`src/prsp_pkg.sv`:
```
// ----------------------------------------------------------------------------
// prsp_pkg
// Types, codes and helper functions shared by the resource stream parser
// and its port checker.
// ----------------------------------------------------------------------------
package prsp_pkg;

  // Parse phases
  typedef enum logic [2:0] {
    PH_HEADER = 3'd0,
    PH_TAG    = 3'd1,
    PH_LENLO  = 3'd2,
    PH_LENHI  = 3'd3,
    PH_BODY   = 3'd4,
    PH_DONE   = 3'd5
  } parse_phase_e;

  // Role of each word on the result stream
  localparam logic [2:0] ROLE_HEADER  = 3'd0;
  localparam logic [2:0] ROLE_VERDICT = 3'd1;
  localparam logic [2:0] ROLE_TAG     = 3'd2;
  localparam logic [2:0] ROLE_LENGTH  = 3'd3;
  localparam logic [2:0] ROLE_ACCEPT  = 3'd4;
  localparam logic [2:0] ROLE_SKIP    = 3'd5;
  localparam logic [2:0] ROLE_IGNORED = 3'd6;

  // Parse status codes
  localparam logic [1:0] STATUS_RUNNING = 2'd0;
  localparam logic [1:0] STATUS_END     = 2'd1;
  localparam logic [1:0] STATUS_INVALID = 2'd2;

  // Resource item types (small types 0..15, large types as full tag byte)
  localparam logic [7:0] TYPE_VERSION   = 8'h01;
  localparam logic [7:0] TYPE_LDEV      = 8'h02;
  localparam logic [7:0] TYPE_COMPAT    = 8'h03;
  localparam logic [7:0] TYPE_IRQ       = 8'h04;
  localparam logic [7:0] TYPE_DMA       = 8'h05;
  localparam logic [7:0] TYPE_START_DEP = 8'h06;
  localparam logic [7:0] TYPE_END_DEP   = 8'h07;
  localparam logic [7:0] TYPE_IO_PORT   = 8'h08;
  localparam logic [7:0] TYPE_FIXED_IO  = 8'h09;
  localparam logic [7:0] TYPE_END       = 8'h0f;
  localparam logic [7:0] TYPE_MEM       = 8'h81;
  localparam logic [7:0] TYPE_ANSI      = 8'h82;
  localparam logic [7:0] TYPE_MEM32     = 8'h85;
  localparam logic [7:0] TYPE_FMEM32    = 8'h86;
  localparam logic [7:0] TYPE_BAD_LARGE = 8'hff;

  localparam logic [15:0] LEN_BAD_LARGE = 16'hffff;
  localparam logic [15:0] ANSI_LIMIT    = 16'd1023;
  localparam logic [7:0]  LFSR_SEED     = 8'h6a;
  localparam logic [3:0]  HEADER_BYTES  = 4'd8;

  // Outcome of the size check made once type and length are known
  typedef struct packed {
    logic       accept;
    logic       device;
    logic       skip;
    logic [2:0] compat;
    logic [8:0] prio;
    logic [7:0] devices;
    logic [1:0] status;
  } item_t;

  // Serial identifier checksum: eight LFSR steps, data LSB first
  function automatic logic [7:0] lfsr_byte(input logic [7:0] seed, input logic [7:0] data);
    logic [7:0] s;
    logic       fb;
    s = seed;
    for (int j = 0; j < 8; j++) begin
      fb = s[0] ^ s[1] ^ data[j];
      s  = {fb, s[7:1]};
    end
    return s;
  endfunction

endpackage

```
`src/pnp_resource_stream_parser.sv`:
```
// ----------------------------------------------------------------------------
// pnp_resource_stream_parser
// Parses one plug-and-play card's serial identifier and resource data.
// ----------------------------------------------------------------------------
// One input word per byte of the card stream, one result word per input word.
// Every word is decoded combinationally from the kept parse state and lands
// in the output register, so a new word is taken on every clock while the
// output side keeps up; the result is valid in the cycle after the accept.
// tuser on the input flags the first header byte of a new card, which clears
// all parse state before that byte is used. The first eight bytes feed the
// checksum LFSR, the ninth gives the header verdict, then resource tags are
// decoded until an end tag, an invalid tag or an invalid header, after which
// bytes are marked ignored until the next new card.
module pnp_resource_stream_parser #(
  parameter int unsigned MAX_COMPAT = 4
) (
  input  logic        clk_i,
  input  logic        rst_ni,
  // input stream
  input  logic        s_axis_tvalid,
  output logic        s_axis_tready,
  input  logic [7:0]  s_axis_tdata,  // [7:0] data_byte
  input  logic        s_axis_tuser,  // [0] new_card
  // result stream
  output logic        m_axis_tvalid,
  input  logic        m_axis_tready,
  // [0] header_ok, [8:1] id_checksum, [16:9] item_type, [32:17] item_length,
  // [48:33] body_index, [49] inside_device, [57:50] devices_seen,
  // [60:58] compat_seen, [69:61] dep_priority, [77:70] resource_sum,
  // [79:78] parse_status
  output logic [79:0] m_axis_tdata,
  output logic [2:0]  m_axis_tuser   // [2:0] byte_role
);
  import prsp_pkg::*;

  localparam logic [2:0] CompatMax = 3'(MAX_COMPAT);

  // Parse state
  parse_phase_e phase_q, phase_d;
  logic [3:0]  hcount_q, hcount_d;
  logic [7:0]  lfsr_q, lfsr_d;
  logic        hdr_valid_q, hdr_valid_d;
  logic [7:0]  type_q, type_d;
  logic [7:0]  len_lo_q, len_lo_d;
  logic [15:0] len_q, len_d;
  logic [15:0] pos_q, pos_d;
  logic        dev_q, dev_d;
  logic        skip_q, skip_d;
  logic        item_acc_q, item_acc_d;
  logic [7:0]  devs_q, devs_d;
  logic [2:0]  compat_q, compat_d;
  logic [8:0]  prio_q, prio_d;
  logic [7:0]  sum_q, sum_d;
  logic [1:0]  status_q, status_d;

  // Output register
  logic        m_valid_q;
  logic [79:0] m_data_q;
  logic [2:0]  m_user_q;

  logic        in_fire;
  logic [7:0]  b;
  logic        nc;

  // State as seen by this word: a new card starts from reset values
  parse_phase_e cur_phase;
  logic [3:0]  cur_hcount;
  logic [7:0]  cur_lfsr;
  logic [7:0]  cur_type;
  logic [7:0]  cur_len_lo;
  logic [15:0] cur_len;
  logic [15:0] cur_pos;
  logic        cur_dev;
  logic        cur_skip;
  logic        cur_item_acc;
  logic [7:0]  cur_devs;
  logic [2:0]  cur_compat;
  logic [8:0]  cur_prio;
  logic [7:0]  cur_sum;
  logic [1:0]  cur_status;

  logic [7:0]  it_type;
  logic [15:0] it_len;
  logic        len_ldev_ok;
  logic [7:0]  devs_inc;
  item_t       item;
  parse_phase_e item_phase;
  logic        body_acc;
  logic        body_last;
  logic [2:0]  role;
  logic [15:0] index;
  logic [7:0]  sum_add;

  assign b             = s_axis_tdata;
  assign nc            = s_axis_tuser;
  assign s_axis_tready = !m_valid_q || m_axis_tready;
  assign in_fire       = s_axis_tvalid && s_axis_tready;

  assign cur_phase    = nc ? PH_HEADER : phase_q;
  assign cur_hcount   = nc ? 4'd0 : hcount_q;
  assign cur_lfsr     = nc ? LFSR_SEED : lfsr_q;
  assign cur_type     = nc ? 8'd0 : type_q;
  assign cur_len_lo   = nc ? 8'd0 : len_lo_q;
  assign cur_len      = nc ? 16'd0 : len_q;
  assign cur_pos      = nc ? 16'd0 : pos_q;
  assign cur_dev      = nc ? 1'b0 : dev_q;
  assign cur_skip     = nc ? 1'b0 : skip_q;
  assign cur_item_acc = nc ? 1'b0 : item_acc_q;
  assign cur_devs     = nc ? 8'd0 : devs_q;
  assign cur_compat   = nc ? 3'd0 : compat_q;
  assign cur_prio     = nc ? 9'd0 : prio_q;
  assign cur_sum      = nc ? 8'd0 : sum_q;
  assign cur_status   = nc ? STATUS_RUNNING : status_q;

  // Item type and length: small tag in this byte, or large tag completed now
  assign it_type     = (cur_phase == PH_LENHI) ? cur_type : {4'd0, b[6:3]};
  assign it_len      = (cur_phase == PH_LENHI) ? {b, cur_len_lo} : {13'd0, b[2:0]};
  assign len_ldev_ok = (it_len == 16'd5) || (it_len == 16'd6);
  assign devs_inc    = (cur_devs == 8'hff) ? cur_devs : cur_devs + 8'd1;
  assign sum_add     = cur_sum + b;

  // Size check and context updates for a new item
  always_comb begin
    item.accept  = 1'b0;
    item.device  = cur_dev;
    item.skip    = cur_skip;
    item.compat  = cur_compat;
    item.prio    = cur_prio;
    item.devices = cur_devs;
    item.status  = cur_status;
    if (it_type == TYPE_END) begin
      item.status = STATUS_END;
    end else if (!cur_dev) begin
      unique case (it_type)
        TYPE_VERSION: item.accept = (it_len == 16'd2);
        TYPE_LDEV: begin
          if (len_ldev_ok) begin
            item.accept  = 1'b1;
            item.device  = 1'b1;
            item.devices = devs_inc;
            item.compat  = 3'd0;
            item.prio    = 9'd0;
            item.skip    = 1'b0;
          end
        end
        TYPE_ANSI: item.accept = 1'b1;
        default: ;
      endcase
    end else if (!cur_skip || it_type == TYPE_LDEV) begin
      unique case (it_type)
        TYPE_LDEV: begin
          item.prio   = 9'd0;
          item.compat = 3'd0;
          if (len_ldev_ok) begin
            item.accept  = 1'b1;
            item.devices = devs_inc;
            item.skip    = 1'b0;
          end else begin
            item.skip = 1'b1;
          end
        end
        TYPE_COMPAT: begin
          if (it_len == 16'd4 && cur_compat < CompatMax) begin
            item.accept = 1'b1;
            item.compat = cur_compat + 3'd1;
          end
        end
        TYPE_IRQ:       item.accept = (it_len == 16'd2) || (it_len == 16'd3);
        TYPE_DMA:       item.accept = (it_len == 16'd2);
        TYPE_START_DEP: item.accept = (it_len <= 16'd1);
        TYPE_END_DEP: begin
          if (it_len == 16'd0) begin
            item.accept = 1'b1;
            item.prio   = 9'd0;
          end
        end
        TYPE_IO_PORT:  item.accept = (it_len == 16'd7);
        TYPE_FIXED_IO: item.accept = (it_len == 16'd3);
        TYPE_MEM:      item.accept = (it_len == 16'd9);
        TYPE_ANSI:     item.accept = 1'b1;
        TYPE_MEM32:    item.accept = (it_len == 16'd17);
        TYPE_FMEM32:   item.accept = (it_len == 16'd9);
        default: ;
      endcase
    end
  end

  // Phase after an item header: body if any payload, else next tag or stop
  always_comb begin
    if (it_len != 16'd0) begin
      item_phase = PH_BODY;
    end else if (item.status != STATUS_RUNNING) begin
      item_phase = PH_DONE;
    end else begin
      item_phase = PH_TAG;
    end
  end

  // Payload byte classification; long ANSI strings are clipped
  assign body_acc  = cur_item_acc && (cur_type != TYPE_ANSI || cur_pos < ANSI_LIMIT);
  assign body_last = ({1'b0, cur_pos} + 17'd1) >= {1'b0, cur_len};

  // Next state
  always_comb begin
    phase_d     = cur_phase;
    hcount_d    = cur_hcount;
    lfsr_d      = cur_lfsr;
    hdr_valid_d = nc ? 1'b0 : hdr_valid_q;
    type_d      = cur_type;
    len_lo_d    = cur_len_lo;
    len_d       = cur_len;
    pos_d       = cur_pos;
    dev_d       = cur_dev;
    skip_d      = cur_skip;
    item_acc_d  = cur_item_acc;
    devs_d      = cur_devs;
    compat_d    = cur_compat;
    prio_d      = cur_prio;
    sum_d       = cur_sum;
    status_d    = cur_status;
    unique case (cur_phase)
      PH_HEADER: begin
        if (cur_hcount < HEADER_BYTES) begin
          lfsr_d   = lfsr_byte(cur_lfsr, b);
          hcount_d = cur_hcount + 4'd1;
        end else begin
          hdr_valid_d = (b == 8'd0) || (cur_lfsr != 8'd0 && cur_lfsr == b);
          phase_d     = hdr_valid_d ? PH_TAG : PH_DONE;
        end
      end
      PH_TAG: begin
        sum_d = sum_add;
        if (b == 8'd0) begin
          type_d   = 8'd0;
          len_d    = 16'd0;
          status_d = STATUS_INVALID;
          phase_d  = PH_DONE;
        end else if (b[7]) begin
          type_d  = b;
          len_d   = 16'd0;
          phase_d = PH_LENLO;
        end else begin
          type_d     = it_type;
          len_d      = it_len;
          item_acc_d = item.accept;
          dev_d      = item.device;
          skip_d     = item.skip;
          compat_d   = item.compat;
          prio_d     = item.prio;
          devs_d     = item.devices;
          status_d   = item.status;
          pos_d      = 16'd0;
          phase_d    = item_phase;
        end
      end
      PH_LENLO: begin
        sum_d    = sum_add;
        len_lo_d = b;
        len_d    = {8'd0, b};
        phase_d  = PH_LENHI;
      end
      PH_LENHI: begin
        sum_d = sum_add;
        len_d = it_len;
        if (cur_type == TYPE_BAD_LARGE && it_len == LEN_BAD_LARGE) begin
          status_d = STATUS_INVALID;
          phase_d  = PH_DONE;
        end else begin
          item_acc_d = item.accept;
          dev_d      = item.device;
          skip_d     = item.skip;
          compat_d   = item.compat;
          prio_d     = item.prio;
          devs_d     = item.devices;
          status_d   = item.status;
          pos_d      = 16'd0;
          phase_d    = item_phase;
        end
      end
      PH_BODY: begin
        sum_d = sum_add;
        if (body_acc && cur_dev && cur_type == TYPE_START_DEP && cur_pos == 16'd0) begin
          prio_d = {1'b1, b};
        end
        if (body_last) begin
          pos_d   = 16'd0;
          phase_d = (cur_status != STATUS_RUNNING) ? PH_DONE : PH_TAG;
        end else begin
          pos_d = cur_pos + 16'd1;
        end
      end
      default: ;
    endcase
  end

  // Byte role and payload index
  always_comb begin
    role  = ROLE_IGNORED;
    index = 16'd0;
    unique case (cur_phase)
      PH_HEADER: role = (cur_hcount < HEADER_BYTES) ? ROLE_HEADER : ROLE_VERDICT;
      PH_TAG:    role = ROLE_TAG;
      PH_LENLO,
      PH_LENHI:  role = ROLE_LENGTH;
      PH_BODY: begin
        role  = body_acc ? ROLE_ACCEPT : ROLE_SKIP;
        index = cur_pos;
      end
      default:   role = ROLE_IGNORED;
    endcase
  end

  // State registers, updated on each accepted word
  always_ff @(posedge clk_i or negedge rst_ni) begin
    if (!rst_ni) begin
      phase_q     <= PH_HEADER;
      hcount_q    <= 4'd0;
      lfsr_q      <= LFSR_SEED;
      hdr_valid_q <= 1'b0;
      type_q      <= 8'd0;
      len_lo_q    <= 8'd0;
      len_q       <= 16'd0;
      pos_q       <= 16'd0;
      dev_q       <= 1'b0;
      skip_q      <= 1'b0;
      item_acc_q  <= 1'b0;
      devs_q      <= 8'd0;
      compat_q    <= 3'd0;
      prio_q      <= 9'd0;
      sum_q       <= 8'd0;
      status_q    <= STATUS_RUNNING;
    end else if (in_fire) begin
      phase_q     <= phase_d;
      hcount_q    <= hcount_d;
      lfsr_q      <= lfsr_d;
      hdr_valid_q <= hdr_valid_d;
      type_q      <= type_d;
      len_lo_q    <= len_lo_d;
      len_q       <= len_d;
      pos_q       <= pos_d;
      dev_q       <= dev_d;
      skip_q      <= skip_d;
      item_acc_q  <= item_acc_d;
      devs_q      <= devs_d;
      compat_q    <= compat_d;
      prio_q      <= prio_d;
      sum_q       <= sum_d;
      status_q    <= status_d;
    end
  end

  // Output valid
  always_ff @(posedge clk_i or negedge rst_ni) begin
    if (!rst_ni) begin
      m_valid_q <= 1'b0;
    end else if (in_fire) begin
      m_valid_q <= 1'b1;
    end else if (m_axis_tready) begin
      m_valid_q <= 1'b0;
    end
  end

  // Output payload
  always_ff @(posedge clk_i) begin
    if (in_fire) begin
      m_user_q <= role;
      m_data_q <= {status_d, sum_d, prio_d, compat_d, devs_d, dev_d,
                   index, len_d, type_d, lfsr_d, hdr_valid_d};
    end
  end

  assign m_axis_tvalid = m_valid_q;
  assign m_axis_tdata  = m_data_q;
  assign m_axis_tuser  = m_user_q;

endmodule

```
`config.mk`:
```
export PLATFORM = sky130hd
export DESIGN_NAME = pnp_resource_stream_parser
export DESIGN_NICKNAME = d
export VERILOG_FILES = /design/src/prsp_pkg.sv /design/src/pnp_resource_stream_parser.sv
export SDC_FILE = /design/constraint.sdc
export NUM_CORES = 1
export LEC_CHECK = 0
export BUFFER_PORTS_ARGS = -buffer_cell sky130_fd_sc_hd__buf_2
export CAP_MARGIN = 20
export CORE_MARGIN = 2
export CORE_UTILIZATION = 58
export CTS_CLUSTER_SIZE = 8
export DETAILED_ROUTE_END_ITERATION = 6
export PLACE_DENSITY = 0.84
export SLEW_MARGIN = 20
export SYNTH_ARGS = -nofsm -noshare
export SYNTH_HDL_FRONTEND = slang
export SYNTH_SLANG_ARGS = --single-unit
export TNS_END_PERCENT = 1
```
`constraint.sdc`:
```
create_clock -name clk_i -period 11.35 [get_ports clk_i]
set_clock_uncertainty 0.1 [all_clocks]
set_input_delay 2.27 -clock clk_i [delete_from_list [all_inputs] [get_ports clk_i]]
set_output_delay 2.27 -clock clk_i [all_outputs]
set_load 0.02 [all_outputs]
```
### Word level (Yosys, flattened, before mapping)

Cells that the tools add are included.

* $add $sub $neg: 6
* $lt $le $gt $ge: 5
* equal/unequal tests: 32
* muxes and demuxes: 104
* bitwise logic cells: 16
* reductions and logical operators: 28

Operators by type and width (number)
* 8-bit 2-to-1 mux: 19
* 16-bit 2-to-1 mux: 9
* 16-bit one-hot mux with 3 select lines: 2
* 16-bit by 3-bit == test with 1-bit output, second input constant: 4
* 9-bit 2-to-1 mux: 6
* 8-bit == test, second input constant: 6
* 23-bit 2-to-1 mux: 2
* 3-bit 2-to-1 mux: 15
* 21-bit 2-to-1 mux: 2
* 8-bit by 3-bit == test with 1-bit output, second input constant: 5
* 16-bit by 2-bit == test with 1-bit output, second input constant: 2
* 16-bit zero test: 2
* 1-bit 2-to-1 mux: 27
* 9-bit one-hot mux with 3 select lines: 1
* 8-bit by 4-bit == test with 1-bit output, second input constant: 3
* 22-bit 2-to-1 mux: 1
* 9-bit one-hot mux with 2 select lines: 1
* 16-bit by 1-bit adder with 17-bit output, second input constant: 1
* 17-bit by 16-bit >= comparator with 1-bit output: 1
* 16-bit by 1-bit adder with 16-bit output, second input constant: 1
* 16-bit == test, second input constant: 1
* 16-bit by 4-bit == test with 1-bit output, second input constant: 1
* 16-bit by 5-bit == test with 1-bit output, second input constant: 1
* 8-bit by 2-bit == test with 1-bit output, second input constant: 2
* other kinds (35): 76

* register bits: 181
* bits of input ports: 13
* output and inout port bits: 85
* logic and storage cells: 211

### Logic depth before layout (Yosys ltp)

Gate-level depths: netlist of run 1.

* depth after elaboration: 13
* mapped depth: 25
* depth with buffers taken out: 18

### Least setup slack after synthesis of run 1

No wires, ideal clock.

* path type: input port to flip-flop
* from: input s_axis_tuser
* to: register pos_q[13]
* arrival time: 6.678 ns
* required time: 11.129 ns
* path slack: 4.451 ns
* cell stages on the path: 23
* path buffers: 6
* path through: buf_2 buf_2 inv_1 buf_2 buf_1 buf_1 nand2_1 inv_1 ha_1 nand3_1 nor4_2 and3_1 clkbuf_1 nand3_1 xor2_1 nor2_1 ha_1 nand4_1 or2_2 o211ai_1 nor2_1 a21o_1 a22o_1

* elaborated cells between the ends (all ways): 20

RTL lines
* start, declared: line pnp_resource_stream_parser.sv:23 `input logic s_axis_tuser,`
* 16-bit 2-to-1 mux (*): line pnp_resource_stream_parser.sv:105 `assign cur_pos = nc ? 16'd0 : pos_q;`
* named net cur_pos[0]: line pnp_resource_stream_parser.sv:72 `logic [15:0] cur_pos;`
* 16-bit by 1-bit adder with 17-bit output: line pnp_resource_stream_parser.sv:201 `assign body_last = ({1'b0, cur_pos} + 17'd1) >= {1'b0, cur_len};`
* 17-bit by 16-bit >= comparator with 1-bit output: line pnp_resource_stream_parser.sv:201
* 16-bit 2-to-1 mux (*): line pnp_resource_stream_parser.sv:285 `if (body_last) begin`
* 16-bit one-hot mux with 3 select lines (*): line pnp_resource_stream_parser.sv:221 `unique case (cur_phase)`
* end signal, assigned: line pnp_resource_stream_parser.sv:340 `pos_q <= pos_d;`
* end, declared: line pnp_resource_stream_parser.sv:46 `logic [15:0] pos_q, pos_d;`

Mark *: on every way through the listed nets, which the timed path passes. The rest lies on a longest branch.
A chain may end at the register's enable or synchronous reset.

### Worst setup path in the final report of run 1

* from: input s_axis_tuser
* to: register pos_q[4]

The elaborated chain is that of the path after synthesis.

==> results of run 1 <==
==> flip-flops by register name, summed over array words and instances (netlist names) <==
signal,cells
compat_q,3
dev_q,1
devs_q,8
hcount_q,4
hdr_valid_q,1
item_acc_q,1
len_lo_q,8
len_q,16
lfsr_q,8
m_axis_tdata,80
m_axis_tuser,3
m_axis_tvalid,1
phase_q,3
pos_q,16
prio_q,9
skip_q,1
status_q,2
sum_q,8
type_q,8
==> area by class of cell <==
class / count / area (µm²)
Fill cell: 1421 / 6210
Multi-Input combinational cell: 787 / 5170
Sequential cell: 181 / 4950
Timing Repair Buffer: 104 / 544
Clock buffer: 20 / 467
Tap cell: 229 / 287
Inverter: 30 / 115
Clock inverter: 12 / 92.6
==> stage by stage <==
stage	power (mW)	util (%)
final	2.00	65.2
after global routing	2.09	65.2
after CTS	1.99	65.1
after detailed placement	1.43	61.9
after global placement	1.41	61.9
after floorplan	1.28	-
==> worst min-delay path: cells and delay by family, from the launching register on <==
kind / cells / cell delay (ns)
DFF: 1 / 0.37
and+or+nand+nor: 2 / 0.10
==> cells by family after synthesis <==
| kind of cell | after synthesis | share of synthesized area (%) |
|---|---|---|
| AOI/OAI and AO/OA | 245 | 16.4 |
| buffers and inverters | 98 | 3.82 |
| muxes | 37 | 3.84 |
| and+or+nand+nor | 429 | 21.2 |
| adders and majority gates | 33 | 4.00 |
| DFF | 181 | 47.1 |
| xor gates and xnor gates | 43 | 3.59 |
==> Yosys cell counts (7+ instances only) <==
library cell	n	area, µm²
o31ai_1	9	67.6
mux2i_1	11	110
and2_1	18	113
nand2_1	144	541
dfrtp_1	94	2350
nand3_1	32	160
a31oi_1	7	43.8
nor3_1	23	115
a211oi_1	9	67.6
mux2_2	26	293
edfxtp_1	83	2490
nand2b_1	18	113
o21ai_0	51	255
buf_1	11	41.3
nand4_1	20	125
ha_1	32	400
clkbuf_1	47	176
or3_1	7	43.8
a22o_1	39	342
o211ai_1	11	82.6
nor4_1	11	68.8
inv_1	30	113
xnor2_1	29	254
nor2b_1	30	188
a21oi_1	46	230
xor2_1	14	123
a21o_1	9	67.6
nor2_1	74	278
==> placed cells by master (no fill, tap or decap), drive strengths merged, types with 7 or more instances in the layout <==
master	Yosys	routed
a31oi	7	7
or3	8	8
or4	7	7
a21oi	46	46
a22o	39	39
buf	21	104
dfrtp	94	94
mux2	26	26
nor2b	30	30
o21ai	55	55
mux2i	11	11
clkbuf	47	20
nor3	24	24
ha	32	32
nand2	145	145
nand2b	19	19
a21o	9	9
xor2	14	14
a211oi	10	10
nor4	19	19
xnor2	29	29
inv	30	35
edfxtp	83	83
and2	19	19
nand4	20	20
o31ai	9	9
nor2	74	74
nand3	32	32
o211ai	12	12
==> metal layers <==
metal,track usage (%),vias up
met3,5.56,77
met5,0,-
met2,43.9,492
li1,-,4037
met4,11.2,0
met1,39.3,4263
==> path summary, 6_finish.rpt <==
kind / start / end / slack (ns) / cells past startpoint
worst min-delay path: lfsr_q[5] / lfsr_q[5] / 0.36 / 2
worst max register to register: pos_q[0] / pos_q[4] / 6.75 / 16
worst max-delay path: s_axis_tuser / pos_q[4] / 4.32 / 19
worst min register to register: lfsr_q[5] / lfsr_q[5] / 0.36 / 2
max in group asynchronous: rst_ni / devs_q[6] / 8.50 / 2
min in group asynchronous: rst_ni / sum_q[6] / 1.61 / 1
==> report_power, final <==
part	switching (mW)	internal, mW	total [mW]	leakage, nW
clock	0.265	0.301	0.566	0.278
combinational	0.351	0.200	0.551	2.42
sequential	0.0862	0.794	0.881	2.13
==> report_table.html, run 1 <==
<table>
<tr><th>Metric</th><th>Value</th></tr>
<tr><th colspan="2">Outcome</th></tr>
<tr><td>Outcome</td><td>finished, violations left</td></tr>
<tr><td>Violated checks</td><td>design-rule violations</td></tr>
<tr><th colspan="2">Placed design</th></tr>
<tr><td>Cell total after placement</td><td>1331</td></tr>
<tr><td>Placer Congestion</td><td>0.956</td></tr>
<tr><td>Buffers added on ports</td><td>97</td></tr>
<tr><td>Detailed placement HPWL</td><td>18.0 mm</td></tr>
<tr><td>Post-Place Worst Slack</td><td>3.99 ns</td></tr>
<tr><td>Instance area after placement</td><td>11100 µm²</td></tr>
<tr><th colspan="2">Timing</th></tr>
<tr><td>Final count of hold timing violations</td><td>0</td></tr>
<tr><td>Post-route setup TNS</td><td>0 ns</td></tr>
<tr><td>Share of the clock period used by the worst path after layout</td><td>62.0%</td></tr>
<tr><td>Minimum clock period after layout</td><td>7.03 ns</td></tr>
<tr><td>Maximum frequency from static timing analysis</td><td>142 MHz</td></tr>
<tr><td>Rel. slew slack</td><td>32.2%</td></tr>
<tr><td>Final number of setup-violating endpoints</td><td>0</td></tr>
<tr><td>Number of max-slew violations in the final report</td><td>0</td></tr>
<tr><td>Transition time of the tightest slew-check pin</td><td>1.02 ns</td></tr>
<tr><td>RSZ-0062 raised after global routing</td><td>false</td></tr>
<tr><td>Worst Hold Slack</td><td>0.362 ns</td></tr>
<tr><td>Min setup slack post-route</td><td>4.32 ns</td></tr>
<tr><th colspan="2">Setup path</th></tr>
<tr><td>Crit path kind</td><td>in -&gt; reg</td></tr>
<tr><td>Kind of start point of the critical path</td><td>primary input</td></tr>
<tr><td>Critical path buffers and inverters</td><td>4</td></tr>
<tr><td>Delay contributed by the slowest stage of the critical path</td><td>0.60 ns</td></tr>
<tr><td>Element type at the critical path end</td><td>flip-flop</td></tr>
<tr><td>Cell-by-cell listing of the critical path</td><td>buf_2 -&gt; inv_1 -&gt; buf_4 -&gt; nand2_1 -&gt; inv_1 -&gt; ha_1 -&gt; nand3_1 -&gt; nor4_2 -&gt; and3_1 -&gt; nand3_1 -&gt; xor2_1 -&gt; nor2_1 -&gt; ha_1 -&gt; nand4_1 -&gt; or2_2 -&gt; o211ai_1 -&gt; nor2_1 -&gt; a22oi_1 -&gt; o21ai_0</td></tr>
<tr><td>Top Family by Delay on Critical Path</td><td>simple AND/OR/NAND/NOR gates</td></tr>
<tr><td>Maximum fanout encountered on the critical timing path</td><td>36</td></tr>
<tr><td>Arrival time at the worst endpoint</td><td>7.24 ns</td></tr>
<tr><td>Standard cell with the maximum stage delay on the critical path</td><td>o211ai_1</td></tr>
<tr><td>Worst EP required</td><td>11.56 ns</td></tr>
<tr><th colspan="2">Routing</th></tr>
<tr><td>Remaining antenna violation count</td><td>0</td></tr>
<tr><td>Number of violations reported at the end of detailed-routing iteration 0</td><td>1328</td></tr>
<tr><td>Vias per inst</td><td>6.51</td></tr>
<tr><td>Total Routed Length</td><td>26.9 mm</td></tr>
<tr><td>Initial DRT Pass Iterations</td><td>7</td></tr>
<tr><td>Drc violations</td><td>5</td></tr>
<tr><td>Number of vias in the routed layout</td><td>8869</td></tr>
<tr><td>Met1 wire length</td><td>11.3 mm</td></tr>
<tr><td>Routed wirelength normalized by instance count</td><td>19.7 µm</td></tr>
<tr><td>Top Metal Used</td><td>met4</td></tr>
<tr><td>Met3 WL post-DR</td><td>2.30 mm</td></tr>
<tr><td>Met2 wire length</td><td>12.5 mm</td></tr>
<tr><th colspan="2">Layout</th></tr>
<tr><td>Antenna fix cells</td><td>0</td></tr>
<tr><td>Nets</td><td>1167</td></tr>
<tr><td>Proportion of layout cells with a drive suffix above 1</td><td>17.5%</td></tr>
<tr><td>Synthesis-to-layout area growth</td><td>10.7%</td></tr>
<tr><td>Post-route cell area</td><td>11600 µm²</td></tr>
<tr><td>Count of non-filler cells in the finished layout</td><td>1363</td></tr>
<tr><th colspan="2">Pwr</th></tr>
<tr><td>VDD IR max</td><td>123 µV</td></tr>
<tr><td>Leakage power total</td><td>4.84 nW</td></tr>
<tr><td>Power density over cell area</td><td>172 nW/µm²</td></tr>
<tr><th colspan="2">GRT</th></tr>
<tr><td>Vias in the first global route</td><td>8395</td></tr>
<tr><td>Pin count of the biggest net entering global routing</td><td>86</td></tr>
<tr><td>Total global-route track usage</td><td>28.2%</td></tr>
<tr><td>Number of antenna violations at the first check in global routing</td><td>0</td></tr>
<tr><td>Overall overflow remaining after global route</td><td>0</td></tr>
<tr><td>Wire length of the first global-routing pass</td><td>43.7 mm</td></tr>
<tr><th colspan="2">CTS</th></tr>
<tr><td>Clock insertion delay at the later pin of the skew report</td><td>0.44 ns</td></tr>
<tr><td>H-tree depth</td><td>4</td></tr>
<tr><td>Buffer depth of the longest clock path</td><td>2</td></tr>
<tr><td># hold bufs at CTS</td><td>0</td></tr>
<tr><td>Postcts setup bufs</td><td>0</td></tr>
<tr><td>Clock slew at the register clock pins of the worst setup and hold paths</td><td>0.07 ns</td></tr>
<tr><td>Resized cells post-CTS</td><td>0</td></tr>
<tr><td>Total clock buffers created by CTS</td><td>17</td></tr>
<tr><td>CTS sink cnt</td><td>181</td></tr>
<tr><td>Clock root cell</td><td>clkbuf_16</td></tr>
<tr><td>Clock tree from TritonCTS</td><td>yes</td></tr>
<tr><th colspan="2">Die</th></tr>
<tr><td>Core area</td><td>17800 µm²</td></tr>
<tr><td>Die Width</td><td>139 µm</td></tr>
<tr><td>Row count</td><td>49</td></tr>
<tr><td>Number of ports placed on the die boundary</td><td>98</td></tr>
<tr><td>Die height</td><td>139 µm</td></tr>
<tr><td>Area of the die</td><td>19200 µm²</td></tr>
<tr><td>Starting utilization of the core area</td><td>58.9%</td></tr>
<tr><th colspan="2">Logic synthesis</th></tr>
<tr><td>Async set-reset flop share out of synthesis</td><td>54.1%</td></tr>
<tr><td>Primary FF master, synth</td><td>dfrtp_1</td></tr>
<tr><td>Number of nets produced by synthesis</td><td>1112</td></tr>
<tr><td>Sequential fraction of the synthesis area</td><td>47.1%</td></tr>
<tr><td>Synthesized area divided by synthesized cell count</td><td>9.85 µm²</td></tr>
<tr><td>Number of enable flip-flop cells after synthesis</td><td>83</td></tr>
<tr><td>Warnings, synthesis</td><td>0</td></tr>
<tr><td>Number of cells produced by synthesis</td><td>1066</td></tr>
<tr><td>Netlist cell types</td><td>88</td></tr>
<tr><td>#FFs+latches synth</td><td>181</td></tr>
<tr><td>Mapped Area</td><td>10500 µm²</td></tr>
<tr><th colspan="2">Run</th></tr>
<tr><td>Max-capacitance violation count</td><td>0</td></tr>
<tr><th colspan="2">Hold path</th></tr>
<tr><td>Min-delay worst type</td><td>reg -&gt; reg</td></tr>
</table>
No activity file was read; power rests on OpenSTA's default activity.
==> run 2: changes to the inputs <==
==> constraint.sdc (replaced) <==
create_clock -name clk_i -period 7.3 [get_ports clk_i]
set_clock_uncertainty 0.1 [all_clocks]
set_input_delay 1.46 -clock clk_i [delete_from_list [all_inputs] [get_ports clk_i]]
set_output_delay 1.46 -clock clk_i [all_outputs]
set_load 0.02 [all_outputs]
==> run 2 against run 1 <==
  * The run still ends with design-rule violations left
  * Die area did not move
  * Register-to-register slack lost 4.2 ns
  * Count of clock-buffer cells in the layout is the same
  * First-iteration DRC count up 1.6%
  * Sequential power increased by 56%
  * Non-clock buffer count unchanged
  * Wire length grew 0.36%
  * Final area about the same
  * Sequential share of layout area barely moved
  * Combinational power increased by 57%
  * Hold slack is essentially flat
  * Critical path type unchanged
  * Largest power group unchanged
==> report_table.html, run 2 (synthesized netlist as in run 1, its figures left out) <==
<table>
<tr><th>Metric</th><th>Value</th></tr>
<tr><th colspan="2">Layout</th></tr>
<tr><td>Synthesis-to-layout area growth</td><td>10.7%</td></tr>
<tr><td>Antenna fix cells</td><td>0</td></tr>
<tr><td>Count of non-filler cells in the finished layout</td><td>1363</td></tr>
<tr><td>Number of flip-flops under the largest register name</td><td>80</td></tr>
<tr><td>Nets</td><td>1167</td></tr>
<tr><td>Proportion of layout cells with a drive suffix above 1</td><td>17.3%</td></tr>
<tr><td>Most common cell after layout, fill and taps aside</td><td>nand2_1</td></tr>
<tr><td>Top library cells by usage in the layout, fill and taps aside</td><td>nand2_1 (143), buf_2 (96), dfrtp_1 (94)</td></tr>
<tr><td>Fill cell count</td><td>1373</td></tr>
<tr><td>Post-route core utilization</td><td>65.1%</td></tr>
<tr><th colspan="2">Hold path</th></tr>
<tr><td>Min-Delay Startpoint</td><td>lfsr_q[1]</td></tr>
<tr><td>Worst hold path endpoint</td><td>lfsr_q[1]</td></tr>
<tr><td>Min-delay worst type</td><td>reg -&gt; reg</td></tr>
<tr><td>Count of cells along the worst hold path</td><td>2</td></tr>
<tr><th colspan="2">Setup path</th></tr>
<tr><td>Reg2Reg Capture Point</td><td>pos_q[8]</td></tr>
<tr><td>Worst Setup SP</td><td>s_axis_tuser</td></tr>
<tr><td>Worst R2R Setup Slack</td><td>2.56 ns</td></tr>
<tr><td>Cell count of the worst reg-to-reg path</td><td>16</td></tr>
<tr><td>Arrival time at the worst endpoint</td><td>6.03 ns</td></tr>
<tr><td>Worst EP required</td><td>7.51 ns</td></tr>
<tr><td>Crit path kind</td><td>in -&gt; reg</td></tr>
<tr><td>Maximum fanout encountered on the critical timing path</td><td>18</td></tr>
<tr><td>Kind of start point of the critical path</td><td>primary input</td></tr>
<tr><td>Critical R2R Launch</td><td>pos_q[0]</td></tr>
<tr><td>Element type at the critical path end</td><td>flip-flop</td></tr>
<tr><th colspan="2">CTS</th></tr>
<tr><td>Clock insertion delay at the later pin of the skew report</td><td>0.45 ns</td></tr>
<tr><td>Postcts setup bufs</td><td>0</td></tr>
<tr><td># hold bufs at CTS</td><td>0</td></tr>
<tr><td>Clock root cell</td><td>clkbuf_16</td></tr>
<tr><td>CTS sink cnt</td><td>181</td></tr>
<tr><td>Resized cells post-CTS</td><td>0</td></tr>
<tr><td>Clock slew at the register clock pins of the worst setup and hold paths</td><td>0.07 ns</td></tr>
<tr><td>Clock tree from TritonCTS</td><td>yes</td></tr>
<tr><td>Buffer depth of the longest clock path</td><td>2</td></tr>
<tr><td>H-tree depth</td><td>4</td></tr>
<tr><td>Total clock buffers created by CTS</td><td>17</td></tr>
<tr><th colspan="2">Routing</th></tr>
<tr><td>Drc violations</td><td>32</td></tr>
<tr><td>Initial DRT Pass Iterations</td><td>7</td></tr>
<tr><td>Total Routed Length</td><td>26.9 mm</td></tr>
<tr><td>Number of violations reported at the end of detailed-routing iteration 0</td><td>1349</td></tr>
<tr><td>Number of vias in the routed layout</td><td>8943</td></tr>
<tr><td>Routed wirelength normalized by instance count</td><td>19.8 µm</td></tr>
<tr><td>Remaining antenna violation count</td><td>0</td></tr>
<tr><td>Vias per inst</td><td>6.56</td></tr>
<tr><th colspan="2">Die</th></tr>
<tr><td>Number of ports placed on the die boundary</td><td>98</td></tr>
<tr><td>Starting utilization of the core area</td><td>58.9%</td></tr>
<tr><td>Core area</td><td>17800 µm²</td></tr>
<tr><td>Die Width</td><td>139 µm</td></tr>
<tr><td>Area of the die</td><td>19200 µm²</td></tr>
<tr><td>Die height</td><td>139 µm</td></tr>
<tr><td>Row count</td><td>49</td></tr>
<tr><th colspan="2">Timing</th></tr>
<tr><td>Worst Hold Slack</td><td>0.362 ns</td></tr>
<tr><td>Final count of hold timing violations</td><td>0</td></tr>
<tr><td>Maximum frequency from static timing analysis</td><td>172 MHz</td></tr>
<tr><td>Transition time of the tightest slew-check pin</td><td>1.11 ns</td></tr>
<tr><td>RSZ-0062 raised after global routing</td><td>false</td></tr>
<tr><td>Rel. slew slack</td><td>26.0%</td></tr>
<tr><td>Number of max-slew violations in the final report</td><td>0</td></tr>
<tr><td>Post-route setup TNS</td><td>0 ns</td></tr>
<tr><td>Share of the clock period used by the worst path after layout</td><td>79.7%</td></tr>
<tr><td>Minimum clock period after layout</td><td>5.82 ns</td></tr>
<tr><td>Final number of setup-violating endpoints</td><td>0</td></tr>
<tr><th colspan="2">Pwr</th></tr>
<tr><td>Total power</td><td>3.11 mW</td></tr>
<tr><td>Power density over cell area</td><td>268 nW/µm²</td></tr>
<tr><td>VDD IR max</td><td>177 µV</td></tr>
<tr><td>Leakage power total</td><td>4.83 nW</td></tr>
<tr><th colspan="2">Placed design</th></tr>
<tr><td>Placer Congestion</td><td>0.988</td></tr>
<tr><td>Cell total after placement</td><td>1331</td></tr>
<tr><td>Buffers added on ports</td><td>97</td></tr>
<tr><td>Detailed placement HPWL</td><td>18.1 mm</td></tr>
<tr><th colspan="2">GRT</th></tr>
<tr><td>Vias in the first global route</td><td>8241</td></tr>
<tr><td>Pin count of the biggest net entering global routing</td><td>65</td></tr>
<tr><td>Number of antenna violations at the first check in global routing</td><td>0</td></tr>
<tr><td>Overall overflow remaining after global route</td><td>0</td></tr>
<tr><td>Wire length of the first global-routing pass</td><td>43.5 mm</td></tr>
<tr><td>Total global-route track usage</td><td>28.1%</td></tr>
<tr><th colspan="2">Outcome</th></tr>
<tr><td>Outcome</td><td>finished, violations left</td></tr>
<tr><td>Violated checks</td><td>design-rule violations</td></tr>
<tr><th colspan="2">Run</th></tr>
<tr><td>Max-capacitance violation count</td><td>0</td></tr>
</table>
run 2: cell type report:
type / count / area, µm² / area share, %
Multi-Input combinational cell: 787 / 5170 / 44.5
Timing Repair Buffer: 104 / 541 / 4.65
Clock inverter: 12 / 119 / 1.02
Inverter: 30 / 115 / 0.990
Tap cell: 229 / 287 / 2.47
Sequential cell: 181 / 4950 / 42.6
Clock buffer: 20 / 437 / 3.76
run 2: power breakdown:
part	leakage, nW	internal, mW	switching (mW)	total [mW]
Clock	0.274	0.476	0.407	0.883
Sequential	2.13	1.24	0.130	1.37
Combinational	2.42	0.312	0.554	0.866
run 2: worst max path at each step:
| stage | cells after the start | to |
|---|---|---|
| after floorplan | 23 | pos_q[13] |
| after global placement | 18 | pos_q[8] |
| after detailed placement | 18 | pos_q[13] |
| after CTS | 18 | pos_q[8] |
| after global routing | 18 | pos_q[8] |
| final | 18 | pos_q[8] |
run 2: metrics by stage:
stage	instance area, µm²	setup slack (ns)
finish	11600	1.48
global route	11600	1.25
CTS	11600	1.71
detailed placement	11100	1.24
global placement	11100	1.47
floorplan	10500	1.21
run 2: worst max-delay path, cell delays in order:
cell,delay [ns]
buf_2,0.24
inv_1,0.22
nand2_1,0.11
inv_1,0.09
ha_1,0.19
nand3_1,0.23
nor4_2,0.52
and3_1,0.35
nand3_1,0.12
xor2_1,0.15
nor2_1,0.08
ha_1,0.32
nand4_1,0.10
or2_2,0.28
o211ai_1,0.71
nor2_1,0.44
a32oi_1,0.29
o21ai_0,0.12
run 2: routing by layer:
layer,GRT usage [%],vias up,routed length [µm]
met3,4.63,90,2450
li1,-,4032,-
met1,40.1,4295,11200
met4,10.5,0,784
met2,43.8,526,12500
met5,0,-,0
